==> src/rtl/core/rsld_pkg.sv <==
`default_nettype none
// ----------------------------------------------------------------------------
// RGB status LED pattern driver package
// Shared field widths, command and pattern codes, register map, item types
// and the sine table generator used to build the brightness ROM.
// ----------------------------------------------------------------------------
package rsld_pkg;

	// Field widths of the item and result channels.
	localparam int CMD_W     = 2;
	localparam int TIME_W    = 32;
	localparam int STATUS_W  = 3;
	localparam int DUTY_W    = 8;
	localparam int PATTERN_W = 3;

	// Configuration register widths and reset values.
	localparam int INTERVAL_W = 10;
	localparam int STEP_W     = 16;
	localparam logic [INTERVAL_W-1:0] INTERVAL_RESET = 10'd33;
	localparam logic [STEP_W-1:0]     STEP_RESET     = 16'd834;

	// APB register map: one 32-bit register every four bytes.
	localparam int APB_ADDR_W  = 3;
	localparam int APB_DATA_W  = 32;
	localparam int REG_IDX_LSB = 2;
	localparam logic REG_FRAME_INTERVAL = 1'b0;
	localparam logic REG_PHASE_STEP     = 1'b1;

	// Item kinds.
	localparam logic [CMD_W-1:0] CMD_TICK   = 2'd0;
	localparam logic [CMD_W-1:0] CMD_LINK   = 2'd1;
	localparam logic [CMD_W-1:0] CMD_STATUS = 2'd2;

	// Highest room status code that maps to a pattern (the error status).
	localparam logic [STATUS_W-1:0] STATUS_MAX_MAPPED = 3'd4;

	// Pattern codes.
	localparam logic [PATTERN_W-1:0] PAT_OFF        = 3'd0;
	localparam logic [PATTERN_W-1:0] PAT_GREEN      = 3'd1;
	localparam logic [PATTERN_W-1:0] PAT_PULSE_BLUE = 3'd2;
	localparam logic [PATTERN_W-1:0] PAT_FLASH_RED  = 3'd3;
	localparam logic [PATTERN_W-1:0] PAT_RED        = 3'd4;
	localparam logic [PATTERN_W-1:0] PAT_WHITE      = 3'd5;
	localparam logic [PATTERN_W-1:0] PAT_DISCONN    = 3'd6;

	// Brightness levels.
	localparam logic [DUTY_W-1:0] LEVEL_FULL    = 8'd255;
	localparam logic [DUTY_W-1:0] LEVEL_DIM_RED = 8'd30;
	localparam logic [DUTY_W-1:0] LEVEL_DARK    = 8'd0;

	// Sine generator constants, Q28 fixed point.
	localparam longint unsigned Q28_ONE     = 64'd268435456;
	localparam longint unsigned HALF_PI_Q28 = 64'd421657428;

	// Configuration register contents.
	typedef struct packed {
		logic [INTERVAL_W-1:0] frame_interval_ms;
		logic [STEP_W-1:0]     phase_step;
	} cfg_t;

	// One input item.
	typedef struct packed {
		logic [CMD_W-1:0]    cmd;
		logic [TIME_W-1:0]   now_ms;
		logic                connected_flag;
		logic [STATUS_W-1:0] status_code;
	} item_t;

	// One result item.
	typedef struct packed {
		logic                 frame_written;
		logic [DUTY_W-1:0]    red_duty;
		logic [DUTY_W-1:0]    green_duty;
		logic [DUTY_W-1:0]    blue_duty;
		logic [PATTERN_W-1:0] active_pattern;
	} result_t;

	// Sine of a Q28 angle in the first quadrant: degree-11 Taylor series in
	// Horner form with truncating steps, clamped to one.
	function automatic longint unsigned sine_q28(input longint unsigned x);
		longint unsigned x2;
		longint unsigned t;
		begin
			x2 = (x * x) >> 28;
			t  = Q28_ONE;
			t  = Q28_ONE - ((x2 * t) >> 28) / 110;
			t  = Q28_ONE - ((x2 * t) >> 28) / 72;
			t  = Q28_ONE - ((x2 * t) >> 28) / 42;
			t  = Q28_ONE - ((x2 * t) >> 28) / 20;
			t  = Q28_ONE - ((x2 * t) >> 28) / 6;
			t  = (x * t) >> 28;
			sine_q28 = (t > Q28_ONE) ? Q28_ONE : t;
		end
	endfunction

	// Table entry: brightness 0..255 of a raised sine over one period.
	function automatic logic [DUTY_W-1:0] sine_entry(input int unsigned addr,
		input int unsigned addr_bits);
		int unsigned     qbits;
		int unsigned     quarter;
		int unsigned     quad;
		int unsigned     r;
		longint unsigned s;
		longint unsigned level;
		begin
			qbits   = addr_bits - 2;
			quarter = 1 << qbits;
			quad    = (addr >> qbits) & 3;
			r       = addr & (quarter - 1);
			if (quad[0]) begin
				r = quarter - r;
			end
			s = sine_q28((longint'(r) * HALF_PI_Q28) >> qbits);
			if (quad[1]) begin
				level = (64'd255 * (Q28_ONE - s)) >> 29;
			end else begin
				level = (64'd255 * (Q28_ONE + s)) >> 29;
			end
			sine_entry = level[DUTY_W-1:0];
		end
	endfunction

endpackage

`default_nettype wire

==> src/rtl/core/rsld_in_if.sv <==
`default_nettype none
// ----------------------------------------------------------------------------
// Item channel
// Valid/ready channel that carries one timestamped input item.
// ----------------------------------------------------------------------------
interface rsld_in_if;
	logic                          valid;
	logic                          ready;
	logic [rsld_pkg::CMD_W-1:0]    cmd;
	logic [rsld_pkg::TIME_W-1:0]   now_ms;
	logic                          connected_flag;
	logic [rsld_pkg::STATUS_W-1:0] status_code;

	modport source(output valid, cmd, now_ms, connected_flag, status_code, input ready);
	modport sink(input valid, cmd, now_ms, connected_flag, status_code, output ready);
endinterface

`default_nettype wire

==> src/rtl/core/rsld_out_if.sv <==
`default_nettype none
// ----------------------------------------------------------------------------
// Result channel
// Valid/ready channel that carries one LED frame result.
// ----------------------------------------------------------------------------
interface rsld_out_if;
	logic                           valid;
	logic                           ready;
	logic                           frame_written;
	logic [rsld_pkg::DUTY_W-1:0]    red_duty;
	logic [rsld_pkg::DUTY_W-1:0]    green_duty;
	logic [rsld_pkg::DUTY_W-1:0]    blue_duty;
	logic [rsld_pkg::PATTERN_W-1:0] active_pattern;

	modport source(output valid, frame_written, red_duty, green_duty, blue_duty,
		active_pattern, input ready);
	modport sink(input valid, frame_written, red_duty, green_duty, blue_duty,
		active_pattern, output ready);
endinterface

`default_nettype wire

==> src/rtl/core/rgb_status_led_pattern_driver_top.sv <==
`default_nettype none
// ----------------------------------------------------------------------------
// RGB status LED pattern driver
// Turns timestamped ticks, link events and status updates into
// common-anode PWM duties for a status LED.
//
//   Port        Dir   Carries
//   in_ch       in    cmd, now_ms, connected_flag, status_code
//   out_ch      out   frame_written, red/green/blue duty, active_pattern
//   APB (p*)    in    frame_interval_ms (0x0), phase_step (0x4)
//
// One item enters per cycle when no stage is stalled; its result reaches out_ch
// through three stages that compute the flash table address, the last of
// which feeds the pattern state update and the result register.
// Stages move up whenever the stage ahead is empty, so a stalled output stops
// only the full stages.
// Reset brings the LED dark and the pattern off at once; no clearing pass.
// ----------------------------------------------------------------------------
module rgb_status_led_pattern_driver_top #(
	parameter int PHASE_BITS      = 16,
	parameter int SINE_ADDR_BITS  = 8,
	parameter int FLASH_PERIOD_MS = 1500
) (
	input  wire logic                              clk,
	input  wire logic                              arst_n,
	rsld_in_if.sink                                in_ch,
	rsld_out_if.source                             out_ch,
	input  wire logic                              psel,
	input  wire logic                              penable,
	input  wire logic                              pwrite,
	input  wire logic [rsld_pkg::APB_ADDR_W-1:0]   paddr,
	input  wire logic [rsld_pkg::APB_DATA_W-1:0]   pwdata,
	output logic      [rsld_pkg::APB_DATA_W-1:0]   prdata,
	output logic                                   pready
);

	rsld_pkg::cfg_t            cfg;
	logic                      s3_valid;
	logic                      s3_ready;
	rsld_pkg::item_t           s3_item;
	logic [SINE_ADDR_BITS-1:0] s3_flash_addr;

	// Configuration registers.
	rsld_regs u_regs (
		.clk    (clk),
		.arst_n (arst_n),
		.psel   (psel),
		.penable(penable),
		.pwrite (pwrite),
		.paddr  (paddr),
		.pwdata (pwdata),
		.prdata (prdata),
		.pready (pready),
		.cfg    (cfg)
	);

	// Flash address pipeline.
	rsld_flash_idx #(
		.SINE_ADDR_BITS (SINE_ADDR_BITS),
		.FLASH_PERIOD_MS(FLASH_PERIOD_MS)
	) u_flash (
		.clk          (clk),
		.arst_n       (arst_n),
		.in_ch        (in_ch),
		.s3_valid     (s3_valid),
		.s3_item      (s3_item),
		.s3_flash_addr(s3_flash_addr),
		.s3_ready     (s3_ready)
	);

	// Pattern state and frame rendering.
	rsld_core #(
		.PHASE_BITS    (PHASE_BITS),
		.SINE_ADDR_BITS(SINE_ADDR_BITS)
	) u_core (
		.clk          (clk),
		.arst_n       (arst_n),
		.cfg          (cfg),
		.s3_valid     (s3_valid),
		.s3_item      (s3_item),
		.s3_flash_addr(s3_flash_addr),
		.s3_ready     (s3_ready),
		.out_ch       (out_ch)
	);

endmodule

`default_nettype wire

==> src/rtl/core/rsld_regs.sv <==
`default_nettype none
// ----------------------------------------------------------------------------
// Configuration registers
// APB-style register file holding the frame interval and the phase step.
// ----------------------------------------------------------------------------
module rsld_regs (
	input  wire logic                              clk,
	input  wire logic                              arst_n,
	input  wire logic                              psel,
	input  wire logic                              penable,
	input  wire logic                              pwrite,
	input  wire logic [rsld_pkg::APB_ADDR_W-1:0]   paddr,
	input  wire logic [rsld_pkg::APB_DATA_W-1:0]   pwdata,
	output logic      [rsld_pkg::APB_DATA_W-1:0]   prdata,
	output logic                                   pready,
	output rsld_pkg::cfg_t                         cfg
);

	rsld_pkg::cfg_t cfg_q;
	logic           wr_en;
	logic           reg_idx;

	// Register select and write strobe of the access phase.
	assign reg_idx = paddr[rsld_pkg::REG_IDX_LSB];
	assign wr_en   = psel & penable & pwrite;
	assign pready  = 1'b1;

	// Register writes.
	always_ff @(posedge clk or negedge arst_n) begin
		if (!arst_n) begin
			cfg_q.frame_interval_ms <= rsld_pkg::INTERVAL_RESET;
			cfg_q.phase_step        <= rsld_pkg::STEP_RESET;
		end else if (wr_en) begin
			if (reg_idx == rsld_pkg::REG_FRAME_INTERVAL) begin
				cfg_q.frame_interval_ms <= pwdata[rsld_pkg::INTERVAL_W-1:0];
			end else begin
				cfg_q.phase_step <= pwdata[rsld_pkg::STEP_W-1:0];
			end
		end
	end

	// Read mux.
	always_comb begin
		if (reg_idx == rsld_pkg::REG_PHASE_STEP) begin
			prdata = rsld_pkg::APB_DATA_W'(cfg_q.phase_step);
		end else begin
			prdata = rsld_pkg::APB_DATA_W'(cfg_q.frame_interval_ms);
		end
	end

	assign cfg = cfg_q;

endmodule

`default_nettype wire

==> src/rtl/core/rsld_flash_idx.sv <==
`default_nettype none
// ----------------------------------------------------------------------------
// Flash phase index pipeline
// Three stages that carry each item forward and compute its flash table
// address ((now_ms mod FLASH_PERIOD_MS) * 2^SINE_ADDR_BITS) / FLASH_PERIOD_MS
// with reciprocal multiplies instead of dividers.
// ----------------------------------------------------------------------------
module rsld_flash_idx #(
	parameter int SINE_ADDR_BITS  = 8,
	parameter int FLASH_PERIOD_MS = 1500
) (
	input  wire logic                      clk,
	input  wire logic                      arst_n,
	rsld_in_if.sink                        in_ch,
	output logic                           s3_valid,
	output rsld_pkg::item_t                s3_item,
	output logic [SINE_ADDR_BITS-1:0]      s3_flash_addr,
	input  wire logic                      s3_ready
);

	// Period width: FLASH_PERIOD_MS <= 2^CL.
	localparam int CL   = $clog2(FLASH_PERIOD_MS);
	localparam int RW   = CL + 1;
	// Floor reciprocal for the modulo, 2^32 / period.
	localparam int M1_W = 33 - CL;
	localparam logic [M1_W-1:0] M1 = M1_W'((64'd1 << 32) / FLASH_PERIOD_MS);
	localparam int P1_W = 32 + M1_W;
	localparam int P2_W = M1_W + CL;
	localparam logic [RW-1:0] PERIOD = RW'(FLASH_PERIOD_MS);
	// Ceiling reciprocal for the scaling, exact for every remainder.
	localparam int S2   = 2 * CL + SINE_ADDR_BITS;
	localparam int K_W  = CL + SINE_ADDR_BITS + 2;
	localparam logic [K_W-1:0] K =
		K_W'(((64'd1 << S2) + FLASH_PERIOD_MS - 1) / FLASH_PERIOD_MS);
	localparam int P3_W = CL + K_W;

	logic                  v_s1;
	logic                  v_s2;
	logic                  v_s3;
	logic                  rdy_s1;
	logic                  rdy_s2;
	logic                  rdy_s3;
	rsld_pkg::item_t       item_s1;
	rsld_pkg::item_t       item_s2;
	rsld_pkg::item_t       item_s3;
	logic [M1_W-1:0]       quo_s1;
	logic [RW-1:0]         rem_s2;
	logic [SINE_ADDR_BITS-1:0] addr_s3;
	logic [P1_W-1:0]       prod1;
	logic [P2_W-1:0]       prod2;
	logic [RW-1:0]         rem_fix;
	logic [CL-1:0]         rem_mod;
	logic [P3_W-1:0]       prod3;

	// Each stage takes a new item when empty or when its item moves on.
	assign rdy_s3      = !v_s3 || s3_ready;
	assign rdy_s2      = !v_s2 || rdy_s3;
	assign rdy_s1      = !v_s1 || rdy_s2;
	assign in_ch.ready = rdy_s1;

	// Stage 1: quotient estimate, at most one below the true quotient.
	assign prod1 = P1_W'(in_ch.now_ms) * P1_W'(M1);

	// Stage 2: remainder estimate, below twice the period.
	assign prod2 = P2_W'(quo_s1) * P2_W'(PERIOD);

	// Stage 3: correct the remainder and scale it to a table address.
	assign rem_fix = (rem_s2 >= PERIOD) ? (rem_s2 - PERIOD) : rem_s2;
	assign rem_mod = rem_fix[CL-1:0];
	assign prod3   = P3_W'(rem_mod) * P3_W'(K);

	// Stage valid flags.
	always_ff @(posedge clk or negedge arst_n) begin
		if (!arst_n) begin
			v_s1 <= 1'b0;
			v_s2 <= 1'b0;
			v_s3 <= 1'b0;
		end else begin
			if (rdy_s1) begin
				v_s1 <= in_ch.valid;
			end
			if (rdy_s2) begin
				v_s2 <= v_s1;
			end
			if (rdy_s3) begin
				v_s3 <= v_s2;
			end
		end
	end

	// Stage payloads.
	always_ff @(posedge clk) begin
		if (rdy_s1 && in_ch.valid) begin
			item_s1.cmd            <= in_ch.cmd;
			item_s1.now_ms         <= in_ch.now_ms;
			item_s1.connected_flag <= in_ch.connected_flag;
			item_s1.status_code    <= in_ch.status_code;
			quo_s1                 <= prod1[P1_W-1:32];
		end
		if (rdy_s2 && v_s1) begin
			item_s2 <= item_s1;
			rem_s2  <= item_s1.now_ms[RW-1:0] - prod2[RW-1:0];
		end
		if (rdy_s3 && v_s2) begin
			item_s3 <= item_s2;
			addr_s3 <= prod3[2*CL +: SINE_ADDR_BITS];
		end
	end

	assign s3_valid      = v_s3;
	assign s3_item       = item_s3;
	assign s3_flash_addr = addr_s3;

endmodule

`default_nettype wire

==> src/rtl/core/rsld_sine_rom.sv <==
`default_nettype none
// ----------------------------------------------------------------------------
// Sine brightness ROM
// Constant table of one raised sine period with two read ports, one for the
// pulse phase and one for the flash phase.
// ----------------------------------------------------------------------------
module rsld_sine_rom #(
	parameter int ADDR_BITS = 8
) (
	input  wire logic [ADDR_BITS-1:0]          pulse_addr,
	input  wire logic [ADDR_BITS-1:0]          flash_addr,
	output logic      [rsld_pkg::DUTY_W-1:0]   pulse_level,
	output logic      [rsld_pkg::DUTY_W-1:0]   flash_level
);

	localparam int DEPTH = 1 << ADDR_BITS;

	logic [rsld_pkg::DUTY_W-1:0] rom_tbl [DEPTH];

	// Table contents are fixed at elaboration.
	for (genvar i = 0; i < DEPTH; i++) begin : g_entry
		localparam logic [rsld_pkg::DUTY_W-1:0] LEVEL = rsld_pkg::sine_entry(i, ADDR_BITS);
		assign rom_tbl[i] = LEVEL;
	end

	assign pulse_level = rom_tbl[pulse_addr];
	assign flash_level = rom_tbl[flash_addr];

endmodule

`default_nettype wire

==> src/rtl/core/rsld_core.sv <==
`default_nettype none
// ----------------------------------------------------------------------------
// Pattern state and frame renderer
// Holds link, pattern, phase and frame time state. Unless out_ch stalls, it
// applies one item per cycle, renders a frame on a due tick, registers results.
// ----------------------------------------------------------------------------
module rsld_core #(
	parameter int PHASE_BITS     = 16,
	parameter int SINE_ADDR_BITS = 8
) (
	input  wire logic                      clk,
	input  wire logic                      arst_n,
	input  wire rsld_pkg::cfg_t            cfg,
	input  wire logic                      s3_valid,
	input  wire rsld_pkg::item_t           s3_item,
	input  wire logic [SINE_ADDR_BITS-1:0] s3_flash_addr,
	output logic                           s3_ready,
	rsld_out_if.source                     out_ch
);

	logic [rsld_pkg::PATTERN_W-1:0] pattern_q;
	logic                           breathe_q;
	logic                           link_up_q;
	logic [PHASE_BITS-1:0]          phase_q;
	logic [rsld_pkg::TIME_W-1:0]    last_frame_q;
	logic [rsld_pkg::DUTY_W-1:0]    red_q;
	logic [rsld_pkg::DUTY_W-1:0]    green_q;
	logic [rsld_pkg::DUTY_W-1:0]    blue_q;
	logic                           out_valid_q;
	rsld_pkg::result_t              res_q;

	logic [rsld_pkg::PATTERN_W-1:0] pattern_d;
	logic                           breathe_d;
	logic                           link_up_d;
	logic [PHASE_BITS-1:0]          phase_d;
	logic [rsld_pkg::TIME_W-1:0]    last_frame_d;
	logic [rsld_pkg::DUTY_W-1:0]    red_d;
	logic [rsld_pkg::DUTY_W-1:0]    green_d;
	logic [rsld_pkg::DUTY_W-1:0]    blue_d;
	logic                           written_d;
	logic                           sel_req;
	logic [rsld_pkg::PATTERN_W-1:0] sel_pattern;
	logic [rsld_pkg::TIME_W-1:0]    elapsed;
	logic                           tick_due;
	logic [PHASE_BITS-1:0]          phase_adv;
	logic [SINE_ADDR_BITS-1:0]      pulse_addr;
	logic [rsld_pkg::DUTY_W-1:0]    pulse;
	logic [rsld_pkg::DUTY_W-1:0]    flash;
	logic [rsld_pkg::DUTY_W-1:0]    bri_r;
	logic [rsld_pkg::DUTY_W-1:0]    bri_g;
	logic [rsld_pkg::DUTY_W-1:0]    bri_b;
	logic                           take;

	// The result register frees up when empty or when its result is taken.
	assign s3_ready = !out_valid_q || out_ch.ready;
	assign take     = s3_valid && s3_ready;

	// Tick timing and the phase of a frame rendered now.
	assign elapsed   = s3_item.now_ms - last_frame_q;
	assign tick_due  = elapsed >= rsld_pkg::TIME_W'(cfg.frame_interval_ms);
	assign phase_adv = phase_q + PHASE_BITS'(cfg.phase_step);

	// Top bits of the phase address the sine table.
	if (PHASE_BITS >= SINE_ADDR_BITS) begin : g_addr_hi
		assign pulse_addr = phase_adv[PHASE_BITS-1 -: SINE_ADDR_BITS];
	end else begin : g_addr_lo
		assign pulse_addr = {phase_adv, (SINE_ADDR_BITS - PHASE_BITS)'(0)};
	end

	rsld_sine_rom #(
		.ADDR_BITS(SINE_ADDR_BITS)
	) u_rom (
		.pulse_addr (pulse_addr),
		.flash_addr (s3_flash_addr),
		.pulse_level(pulse),
		.flash_level(flash)
	);

	// Per-pattern brightness of a rendered frame.
	always_comb begin
		bri_r = rsld_pkg::LEVEL_DARK;
		bri_g = rsld_pkg::LEVEL_DARK;
		bri_b = rsld_pkg::LEVEL_DARK;
		case (pattern_q)
			rsld_pkg::PAT_GREEN: begin
				bri_g = breathe_q ? pulse : rsld_pkg::LEVEL_FULL;
			end
			rsld_pkg::PAT_PULSE_BLUE: begin
				bri_b = pulse;
			end
			rsld_pkg::PAT_FLASH_RED: begin
				bri_r = breathe_q ? pulse : flash;
			end
			rsld_pkg::PAT_RED: begin
				bri_r = breathe_q ? pulse : rsld_pkg::LEVEL_FULL;
			end
			rsld_pkg::PAT_WHITE: begin
				bri_r = pulse;
				bri_g = pulse;
				bri_b = pulse;
			end
			rsld_pkg::PAT_DISCONN: begin
				bri_r = rsld_pkg::LEVEL_DIM_RED;
				bri_g = pulse;
				bri_b = pulse;
			end
			default: begin
			end
		endcase
	end

	// Item decode: frame ticks, link events and room status updates.
	always_comb begin
		pattern_d    = pattern_q;
		breathe_d    = breathe_q;
		link_up_d    = link_up_q;
		phase_d      = phase_q;
		last_frame_d = last_frame_q;
		red_d        = red_q;
		green_d      = green_q;
		blue_d       = blue_q;
		written_d    = 1'b0;
		sel_req      = 1'b0;
		sel_pattern  = pattern_q;
		case (s3_item.cmd)
			rsld_pkg::CMD_TICK: begin
				if (tick_due) begin
					last_frame_d = s3_item.now_ms;
					phase_d      = phase_adv;
					red_d        = rsld_pkg::LEVEL_FULL - bri_r;
					green_d      = rsld_pkg::LEVEL_FULL - bri_g;
					blue_d       = rsld_pkg::LEVEL_FULL - bri_b;
					written_d    = 1'b1;
				end
			end
			rsld_pkg::CMD_LINK: begin
				link_up_d = s3_item.connected_flag;
				if (!s3_item.connected_flag) begin
					sel_req     = 1'b1;
					sel_pattern = rsld_pkg::PAT_DISCONN;
				end
			end
			rsld_pkg::CMD_STATUS: begin
				if (link_up_q && (s3_item.status_code <= rsld_pkg::STATUS_MAX_MAPPED)) begin
					sel_req     = 1'b1;
					sel_pattern = s3_item.status_code + 3'd1;
				end
			end
			default: begin
			end
		endcase
		// A new pattern restarts the phase and the frame timer.
		if (sel_req && (sel_pattern != pattern_q)) begin
			pattern_d    = sel_pattern;
			phase_d      = '0;
			last_frame_d = s3_item.now_ms;
			breathe_d    = 1'b0;
		end
	end

	// Pattern state.
	always_ff @(posedge clk or negedge arst_n) begin
		if (!arst_n) begin
			pattern_q    <= rsld_pkg::PAT_OFF;
			breathe_q    <= 1'b1;
			link_up_q    <= 1'b0;
			phase_q      <= '0;
			last_frame_q <= '0;
			red_q        <= rsld_pkg::LEVEL_FULL;
			green_q      <= rsld_pkg::LEVEL_FULL;
			blue_q       <= rsld_pkg::LEVEL_FULL;
		end else if (take) begin
			pattern_q    <= pattern_d;
			breathe_q    <= breathe_d;
			link_up_q    <= link_up_d;
			phase_q      <= phase_d;
			last_frame_q <= last_frame_d;
			red_q        <= red_d;
			green_q      <= green_d;
			blue_q       <= blue_d;
		end
	end

	// Result register valid flag.
	always_ff @(posedge clk or negedge arst_n) begin
		if (!arst_n) begin
			out_valid_q <= 1'b0;
		end else if (s3_ready) begin
			out_valid_q <= s3_valid;
		end
	end

	// Result register payload.
	always_ff @(posedge clk) begin
		if (take) begin
			res_q.frame_written  <= written_d;
			res_q.red_duty       <= red_d;
			res_q.green_duty     <= green_d;
			res_q.blue_duty      <= blue_d;
			res_q.active_pattern <= pattern_d;
		end
	end

	assign out_ch.valid          = out_valid_q;
	assign out_ch.frame_written  = res_q.frame_written;
	assign out_ch.red_duty       = res_q.red_duty;
	assign out_ch.green_duty     = res_q.green_duty;
	assign out_ch.blue_duty      = res_q.blue_duty;
	assign out_ch.active_pattern = res_q.active_pattern;

endmodule

`default_nettype wire
==> src/flat_wrapper.sv <==
// flat-port wrapper written by rule: the top's interface ports become plain ports
module rgb_status_led_pattern_driver_top_flat 
#(
	parameter int PHASE_BITS      = 16,
	parameter int SINE_ADDR_BITS  = 8,
	parameter int FLASH_PERIOD_MS = 1500
)
  (clk, arst_n, psel, penable, pwrite, paddr, pwdata, prdata, pready, in_ch_valid, in_ch_cmd, in_ch_now_ms, in_ch_connected_flag, in_ch_status_code, in_ch_ready, out_ch_valid, out_ch_frame_written, out_ch_red_duty, out_ch_green_duty, out_ch_blue_duty, out_ch_active_pattern, out_ch_ready);
  rsld_in_if in_ch_i ();
  rsld_out_if out_ch_i ();
  input  wire logic clk;
  input  wire logic arst_n;
  input  wire logic psel;
  input  wire logic penable;
  input  wire logic pwrite;
  input  wire logic [rsld_pkg::APB_ADDR_W-1:0] paddr;
  input  wire logic [rsld_pkg::APB_DATA_W-1:0] pwdata;
  output logic      [rsld_pkg::APB_DATA_W-1:0] prdata;
  output logic pready;
  input wire logic [$bits(in_ch_i.valid)-1:0] in_ch_valid;
  input wire logic [$bits(in_ch_i.cmd)-1:0] in_ch_cmd;
  input wire logic [$bits(in_ch_i.now_ms)-1:0] in_ch_now_ms;
  input wire logic [$bits(in_ch_i.connected_flag)-1:0] in_ch_connected_flag;
  input wire logic [$bits(in_ch_i.status_code)-1:0] in_ch_status_code;
  output wire logic [$bits(in_ch_i.ready)-1:0] in_ch_ready;
  output wire logic [$bits(out_ch_i.valid)-1:0] out_ch_valid;
  output wire logic [$bits(out_ch_i.frame_written)-1:0] out_ch_frame_written;
  output wire logic [$bits(out_ch_i.red_duty)-1:0] out_ch_red_duty;
  output wire logic [$bits(out_ch_i.green_duty)-1:0] out_ch_green_duty;
  output wire logic [$bits(out_ch_i.blue_duty)-1:0] out_ch_blue_duty;
  output wire logic [$bits(out_ch_i.active_pattern)-1:0] out_ch_active_pattern;
  input wire logic [$bits(out_ch_i.ready)-1:0] out_ch_ready;
  assign in_ch_i.valid = in_ch_valid;
  assign in_ch_i.cmd = in_ch_cmd;
  assign in_ch_i.now_ms = in_ch_now_ms;
  assign in_ch_i.connected_flag = in_ch_connected_flag;
  assign in_ch_i.status_code = in_ch_status_code;
  assign in_ch_ready = in_ch_i.ready;
  assign out_ch_valid = out_ch_i.valid;
  assign out_ch_frame_written = out_ch_i.frame_written;
  assign out_ch_red_duty = out_ch_i.red_duty;
  assign out_ch_green_duty = out_ch_i.green_duty;
  assign out_ch_blue_duty = out_ch_i.blue_duty;
  assign out_ch_active_pattern = out_ch_i.active_pattern;
  assign out_ch_i.ready = out_ch_ready;
  rgb_status_led_pattern_driver_top #(.PHASE_BITS(PHASE_BITS), .SINE_ADDR_BITS(SINE_ADDR_BITS), .FLASH_PERIOD_MS(FLASH_PERIOD_MS)) u_core (.clk(clk), .arst_n(arst_n), .in_ch(in_ch_i), .out_ch(out_ch_i), .psel(psel), .penable(penable), .pwrite(pwrite), .paddr(paddr), .pwdata(pwdata), .prdata(prdata), .pready(pready));
endmodule
==> config.mk <==
export PLATFORM = sky130hd
export DESIGN_NAME = rgb_status_led_pattern_driver_top_flat
export DESIGN_NICKNAME = d
export VERILOG_FILES = /design/src/rtl/core/rsld_pkg.sv /design/src/rtl/core/rsld_in_if.sv /design/src/rtl/core/rsld_out_if.sv /design/src/rtl/core/rgb_status_led_pattern_driver_top.sv /design/src/rtl/core/rsld_regs.sv /design/src/rtl/core/rsld_flash_idx.sv /design/src/rtl/core/rsld_sine_rom.sv /design/src/rtl/core/rsld_core.sv /design/src/flat_wrapper.sv
export SDC_FILE = /design/constraint.sdc
export NUM_CORES = 2
export LEC_CHECK = 0
export ABC_AREA = 1
export BUFFER_PORTS_ARGS = -buffer_cell sky130_fd_sc_hd__buf_4
export CAP_MARGIN = 20
export CORE_ASPECT_RATIO = 0.7
export CORE_MARGIN = 1
export CORE_UTILIZATION = 40
export DETAILED_ROUTE_END_ITERATION = 16
export HOLD_SLACK_MARGIN = 0.15
export MAX_ROUTING_LAYER = met4
export PLACE_DENSITY = 0.65
export SETUP_SLACK_MARGIN = 0.3
export SYNTH_ARGS = -nofsm -noshare
export SYNTH_HDL_FRONTEND = slang
export SYNTH_SLANG_ARGS = --single-unit
==> constraint.sdc <==
create_clock -name clk -period 12.6 [get_ports clk]
set_input_delay 0.63 -clock clk [delete_from_list [all_inputs] [get_ports clk]]
set_output_delay 0.63 -clock clk [all_outputs]
set_load 0.005 [all_outputs]
# Word level (Yosys, flattened, before mapping)
# Memories as Yosys holds them, arrays and structs flattened.
# Cells that the tools add are included.
dict set report totals {
  regBits 291
  rom_bits 4096
  out_inout_bits 63
  wordCells 121
  memories 2
}
# memory words width rd rd_clocked_by_memory_dff wr line_no
set mem_list {}
lappend mem_list {{(no name shown)} 256 8 1 0 0 rsld_sine_rom.sv:26} ;# assign pulse_level = rom_tbl[pulse_addr];
lappend mem_list {{(no name shown)} 256 8 1 0 0 rsld_sine_rom.sv:27} ;# assign flash_level = rom_tbl[flash_addr];
dict set report classes {
  add_sub_neg 8
  mul 3
  n_lt_le_gt_ge 5
  n_eq_ne 9
  mux 31
  n_bitwise 5
  reduce_logical 24
}
# op n
set ops {}
lappend ops {{8-bit two-way mux} 13}
lappend ops {{32-bit two-way mux} 3}
lappend ops {{16-bit two-way mux} 4}
lappend ops {{32-bit by 22-bit multiplier with 54-bit output (second input constant)} 1}
lappend ops {{32-bit by 10-bit greater-or-equal comparator with 1-bit output} 1}
lappend ops {{8-bit case mux with 4 select lines} 1}
lappend ops {{32-bit subtractor} 1}
lappend ops {{11-bit by 18-bit multiplier with 28-bit output (second input constant)} 1}
lappend ops {{8-bit subtractor (first input constant)} 3}
lappend ops {{22-bit by 9-bit multiplier with 10-bit output (second input constant)} 1}
lappend ops {{9-bit greater-or-equal comparator (second input constant)} 2}
lappend ops {{8-bit inverter with 9-bit output} 2}
lappend ops {{16-bit adder} 1}
lappend ops {{8-bit case mux with 2 select lines} 1}
lappend ops {{12-bit by 11-bit greater-or-equal comparator with 1-bit output (second input constant)} 1}
lappend ops {{12-bit subtractor} 1}
lappend ops {{11-bit two-way mux} 1}
lappend ops {{11-bit subtractor (second input constant)} 1}
lappend ops {{3-bit == test (second input constant)} 3}
lappend ops {{3-bit two-way mux} 3}
lappend ops {{2-bit AND reduction} 4}
lappend ops {{3-bit by 2-bit == test with 1-bit output (second input constant)} 2}
lappend ops {{1-bit logical AND} 6}
lappend ops {{3-bit case mux with 2 select lines} 1}
lappend ops {{other kinds (17)} 27}

# Longest topological paths before layout
dict set report depth {
  depth_word 10
  ltp_mapped 31
}

# Modules after synthesis
# From an unflattened synthesis, not the netlist that was laid out.
dict set report unflattened {
  hier_cells 4247
  area_unflattened_um2 34256.6
}
# module instances cells_per_inst area_each_um2 seq_area_each_um2
set modules_own_cells {}
lappend modules_own_cells {rsld_flash_idx 1 2044 20721.1 4339.2}
lappend modules_own_cells {rsld_core 1 1272 8540.7 2824.0}
lappend modules_own_cells {rsld_sine_rom 1 751 3616.0 0.0}
lappend modules_own_cells {rsld_regs 1 180 1378.8 658.1}

# Worst setup path after synthesis
# No wires, ideal clock.
dict set report synth_timing {
  kind {input-to-reg}
  from {input in_ch_now_ms[16]}
  to {register u_core.u_flash.quo_s1[9], data pin}
  setup_ps 260
  t_arrival_ps 5538
  t_required_ps 12340
  setup_slack_ps 6802
  cell_stages 22
  n_path_buf 0
  cell_sequence {inv_1 fa_1 fa_1 inv_1 ha_1 inv_1 fa_1 inv_1 fa_1 fa_1 inv_1 fa_1 inv_1 ha_1 a21oi_1 o21ai_0 nand2_1 o211ai_1 a221oi_1 nand2_1 a31oi_1 xnor2_1}
}
dict set report synth_between {
  elab_chain_cells 1
}
# element line_no
set synth_lines {}
lappend synth_lines {{start, declared} flat_wrapper.sv:22} ;# input wire logic [$bits(in_ch_i.now_ms)-1:0] in_ch_now_ms;
lappend synth_lines {{32-bit by 22-bit multiplier with 54-bit output} rsld_flash_idx.sv:62} ;# assign prod1 = P1_W'(in_ch.now_ms) * P1_W'(M1);
lappend synth_lines {{named net u_core.u_flash.prod1[41]} rsld_flash_idx.sv:49} ;# logic [P1_W-1:0] prod1;
lappend synth_lines {{end signal, assigned} rsld_flash_idx.sv:98} ;# quo_s1 <= prod1[P1_W-1:32];
lappend synth_lines {{end, declared} rsld_flash_idx.sv:46} ;# logic [M1_W-1:0] quo_s1;
# The timed path passes the listed nets, and every way through them passes these cells.
# A chain may end at the register's enable or synchronous reset.

# Final worst setup path
dict set report layout_timing {
  from {register u_core.u_flash.rem_s2[2]}
  to {register u_core.u_flash.addr_s3[6], in the netlist u_core.u_flash.s3_flash_addr[6], data pin}
}
dict set report layout_between {
  elab_chain_cells 3
}
# element line_no
set layout_lines {}
lappend layout_lines {{start, declared} rsld_flash_idx.sv:47} ;# logic [RW-1:0] rem_s2;
lappend layout_lines {{start signal, assigned} rsld_flash_idx.sv:102} ;# rem_s2 <= item_s1.now_ms[RW-1:0] - prod2[RW-1:0];
lappend layout_lines {{11-bit subtractor / 12-bit by 11-bit greater-or-equal comparator with 1-bit output (equally long branches)} rsld_flash_idx.sv:68} ;# assign rem_fix = (rem_s2 >= PERIOD) ? (rem_s2 - PERIOD) : rem_s2;
lappend layout_lines {{11-bit two-way mux *} rsld_flash_idx.sv:68}
lappend layout_lines {{11-bit by 18-bit multiplier with 28-bit output *} rsld_flash_idx.sv:70} ;# assign prod3 = P3_W'(rem_mod) * P3_W'(K);
lappend layout_lines {{named net u_core.u_flash.prod3[28]} rsld_flash_idx.sv:53} ;# logic [P3_W-1:0] prod3;
lappend layout_lines {{end signal, assigned} rsld_flash_idx.sv:106} ;# addr_s3 <= prod3[2*CL +: SINE_ADDR_BITS];
lappend layout_lines {{end, declared} rsld_flash_idx.sv:48} ;# logic [SINE_ADDR_BITS-1:0] addr_s3;
# Mark *: on every way through the listed nets, which the timed path passes. The rest lies on a longest branch.

==> metrics <==
portion of the post-synthesis area used by sequential elements=0.241; setup repair after global routing missed its margin=false; number of top-level pins=143; post-route clock period utilization=0.513; Netlist Area Pre-Place=32400 um2; min setup slack post-route=6.13 ns; Final Net Count=4761; number of failing hold endpoints at the final stage=0; ant diodes=0; filler cell count=7812; half-perimeter wire length of the detailed placement result=65300 um; largest stage delay on the critical path=0.69 ns; footprint of the multi-input gates=21100 um2; Clock Sink Count=277; max-capacitance violation count=0; max_slew headroom=0.301; CP Capture Type=flip-flop; cell with the largest stage delay on the worst path=sky130_fd_sc_hd__o21ai_0; Initial Utilization=0.408; TritonCTS buffer count=28; outcome=complete, no violations; start-to-end type of the worst setup path=flip-flop to flip-flop; Core Footprint=79500 um2; via count of the first global-routing pass=24.5k; root buffer cell=sky130_fd_sc_hd__clkbuf_16; most area-hungry cell type in the Yosys netlist=sky130_fd_sc_hd__fa_1; Std-Cell Rows=86; Critical Path Source Type=flip-flop; Worst Skew=0.0310 ns; Post-CTS Setup Bufs=0; Vias/cell=5.01; endpoint arrival time on the critical path=6.77 ns; die height=240 um; Max Slew Vio Count=0; dominant combinational cell family by area after synthesis=adder cells; WP data required=12.91 ns; antenna violations before repair=0; sum of negative setup slack=0 ns; Setup-failing EPs final=0; area added between synthesis and finish=8.81%; RePlAce Congestion=0.959; largest net degree at the start of global routing=66; cells resized by post-CTS repair=0; post-route antenna net violation count=0; Critical Path Fanout Max=8; multiplexer area fraction after synthesis=0.00208; insertion delay of the later-clocked pin in the worst-skew pair=0.58 ns; share of Yosys cell area claimed by the top area cell type=0.212; detail-routed net length per standard cell=16.1 um; Slew @ Worst Pin=1.05 ns; number of violations reported at the end of detailed-routing iteration 0=2094; fraction of final layout cells with drive strength greater than 1=0.0640; number of distinct library cells after synthesis=57; adder and majority gate portion of the synthesized area=0.369; Hold-fix buffers, CTS=0; global routing usage summed across all routing layers=0.205; class of the worst hold path=input port to async pin; global-route wire length before repair=132000 um; xor-xnor portion of the synthesized cell area=0.0264; total iterations of the first detailed-routing run=7; deepest clock path buffer count=3; most area-consuming cells after synthesis=sky130_fd_sc_hd__fa_1 21%, sky130_fd_sc_hd__edfxtp_1 16%, sky130_fd_sc_hd__ha_1 16%; total congestion overflow=0; Via Count=25.1k; most frequent CP cell=sky130_fd_sc_hd__nand2_1; min cycle time layout=6.47 ns; Clock H-tree levels=1; most common flop cell mapped by yosys=sky130_fd_sc_hd__edfxtp_1; number of input and output port buffers inserted=107; drt total wl=80800 um; area of the die=82300 um2; Synth Area in Compound Gates=0.0797; Ys Warns=0; post-synthesis simple-gate area fraction=0.170; DRC violations left=0; maximum clock frequency=0.155 GHz; post-synthesis sequential element count=277; share of synthesized registers carrying an async set or reset=0.386; mean area per synthesized cell=8.42 um2; worst hold slack after final layout=0.147 ns; clock tree from TritonCTS=done; clk slew on worst S/H paths=0.09 ns; dpl ws=5.99 ns; synthesized netlist cell count=3851; Storage cell area=7820 um2; die span in x=342 um; number of synthesized flops with an enable pin=170
-- final cells by class --
type / instances / area share
multi-input cells: 2662 / 0.597
flip-flops and latches: 277 / 0.222
inverters: 842 / 0.0895
well taps: 1056 / 0.0374
repair buffers: 120 / 0.0259
clock buffers: 38 / 0.0241
clock inverters: 14 / 0.00471
-- flip-flops by register name (all words and copies together), names as in the netlist, 3 cells and up --
register	count
u_core.u_regs.cfg	26
u_core.u_core.out_ch.green_duty	8
u_core.u_core.red_q	8
u_core.u_flash.item_s1	38
u_core.u_flash.quo_s1	10
u_core.u_flash.rem_s2	12
u_core.u_flash.item_s2	36
u_core.u_core.green_q	8
u_core.u_core.out_ch.active_pattern	3
u_core.u_flash.s3_flash_addr	8
u_core.u_core.out_ch.red_duty	8
u_core.u_core.last_frame_q	32
u_core.u_core.pattern_q	3
u_core.u_core.phase_q	16
u_core.u_core.blue_q	8
u_core.u_core.out_ch.blue_duty	8
u_core.u_flash.s3_item	38
-- through the flow --
stage	cell area [um2]	utilization	instances
detailed placement	34300	0.431	4956
finish	35300	0.444	5009
floorplan	32500	-	3866
CTS	35300	0.444	5008
global placement	34300	0.431	4956
global route	35300	0.444	5009
-- path summary, 6_finish.rpt --
check,start,endpoint,slack (ns),depth (start not counted)
hold / removal,arst_n,u_core.u_core.phase_q[13],0.15,1
min in group clk,in_ch_cmd[0],u_core.u_flash.item_s1[36],0.24,1
setup / recovery,u_core.u_flash.rem_s2[2],u_core.u_flash.s3_flash_addr[6],6.13,25
setup reg to reg,u_core.u_flash.rem_s2[2],u_core.u_flash.s3_flash_addr[6],6.13,25
hold reg to reg,u_core.u_flash.item_s2[19],u_core.u_flash.s3_item[19],0.41,0
max in group asynchronous,arst_n,u_core.u_core.red_q[7],11.28,2
-- synthesized netlist by cell type (13+ instances only) --
cell type and instances:
sky130_fd_sc_hd__a21oi_1 168, sky130_fd_sc_hd__buf_2 15, sky130_fd_sc_hd__buf_4 22, sky130_fd_sc_hd__clkbuf_1 38, sky130_fd_sc_hd__dfrtp_1 76, sky130_fd_sc_hd__dfstp_2 31, sky130_fd_sc_hd__edfxtp_1 170, sky130_fd_sc_hd__fa_1 344
sky130_fd_sc_hd__ha_1 406, sky130_fd_sc_hd__inv_1 824, sky130_fd_sc_hd__inv_2 13, sky130_fd_sc_hd__nand2_1 817, sky130_fd_sc_hd__nand3_1 242, sky130_fd_sc_hd__nand4_1 31, sky130_fd_sc_hd__nor2_1 187, sky130_fd_sc_hd__nor3_1 15
sky130_fd_sc_hd__o211ai_1 15, sky130_fd_sc_hd__o21ai_0 158, sky130_fd_sc_hd__o21ai_1 41, sky130_fd_sc_hd__xnor2_1 35, sky130_fd_sc_hd__xor2_1 61
-- cell families (layout without fill, tap and decap cells) --
group,Yosys count,after routing
XOR/XNOR,97,97
multiplexers,6,6
flip-flops,277,277
other,2,17
AND/OR/NAND/NOR,1328,1328
AO/OA/AOI/OAI,464,464
buffers and inverters,927,1014
adder cells (fa/ha/maj),750,750
-- per-layer routing --
metal | global-route usage | share of wire
met2 | 0.298 | 0.42
met4 | 0.0294 | 0.015
met1 | 0.313 | 0.50
met5 | - | 0
met3 | 0.0213 | 0.062
-- layout by cell type, fill, tap and decap left out, types with 76 or more instances in the layout --
cell type / instances
sky130_fd_sc_hd__inv_1: 822
sky130_fd_sc_hd__nand2_1: 816
sky130_fd_sc_hd__ha_1: 406
sky130_fd_sc_hd__fa_1: 344
sky130_fd_sc_hd__nand3_1: 242
sky130_fd_sc_hd__nor2_1: 185
sky130_fd_sc_hd__edfxtp_1: 170
sky130_fd_sc_hd__a21oi_1: 168
sky130_fd_sc_hd__o21ai_0: 158
sky130_fd_sc_hd__buf_4: 119
sky130_fd_sc_hd__dfrtp_1: 76
-- critical path: cells and delay by family, from the launching register on --
family                     cells  cell delay [ns]
xor gates and xnor gates       1             0.17
adders and majority gates      7             2.92
buffers and inverters          4             0.40
and+or+nand+nor                8             0.85
DFF                            1             0.43
AOI/OAI and AO/OA              5             1.42
Power is not shown: default switching activity piles up to over one toggle a cycle in this logic, so the estimate is an artifact.
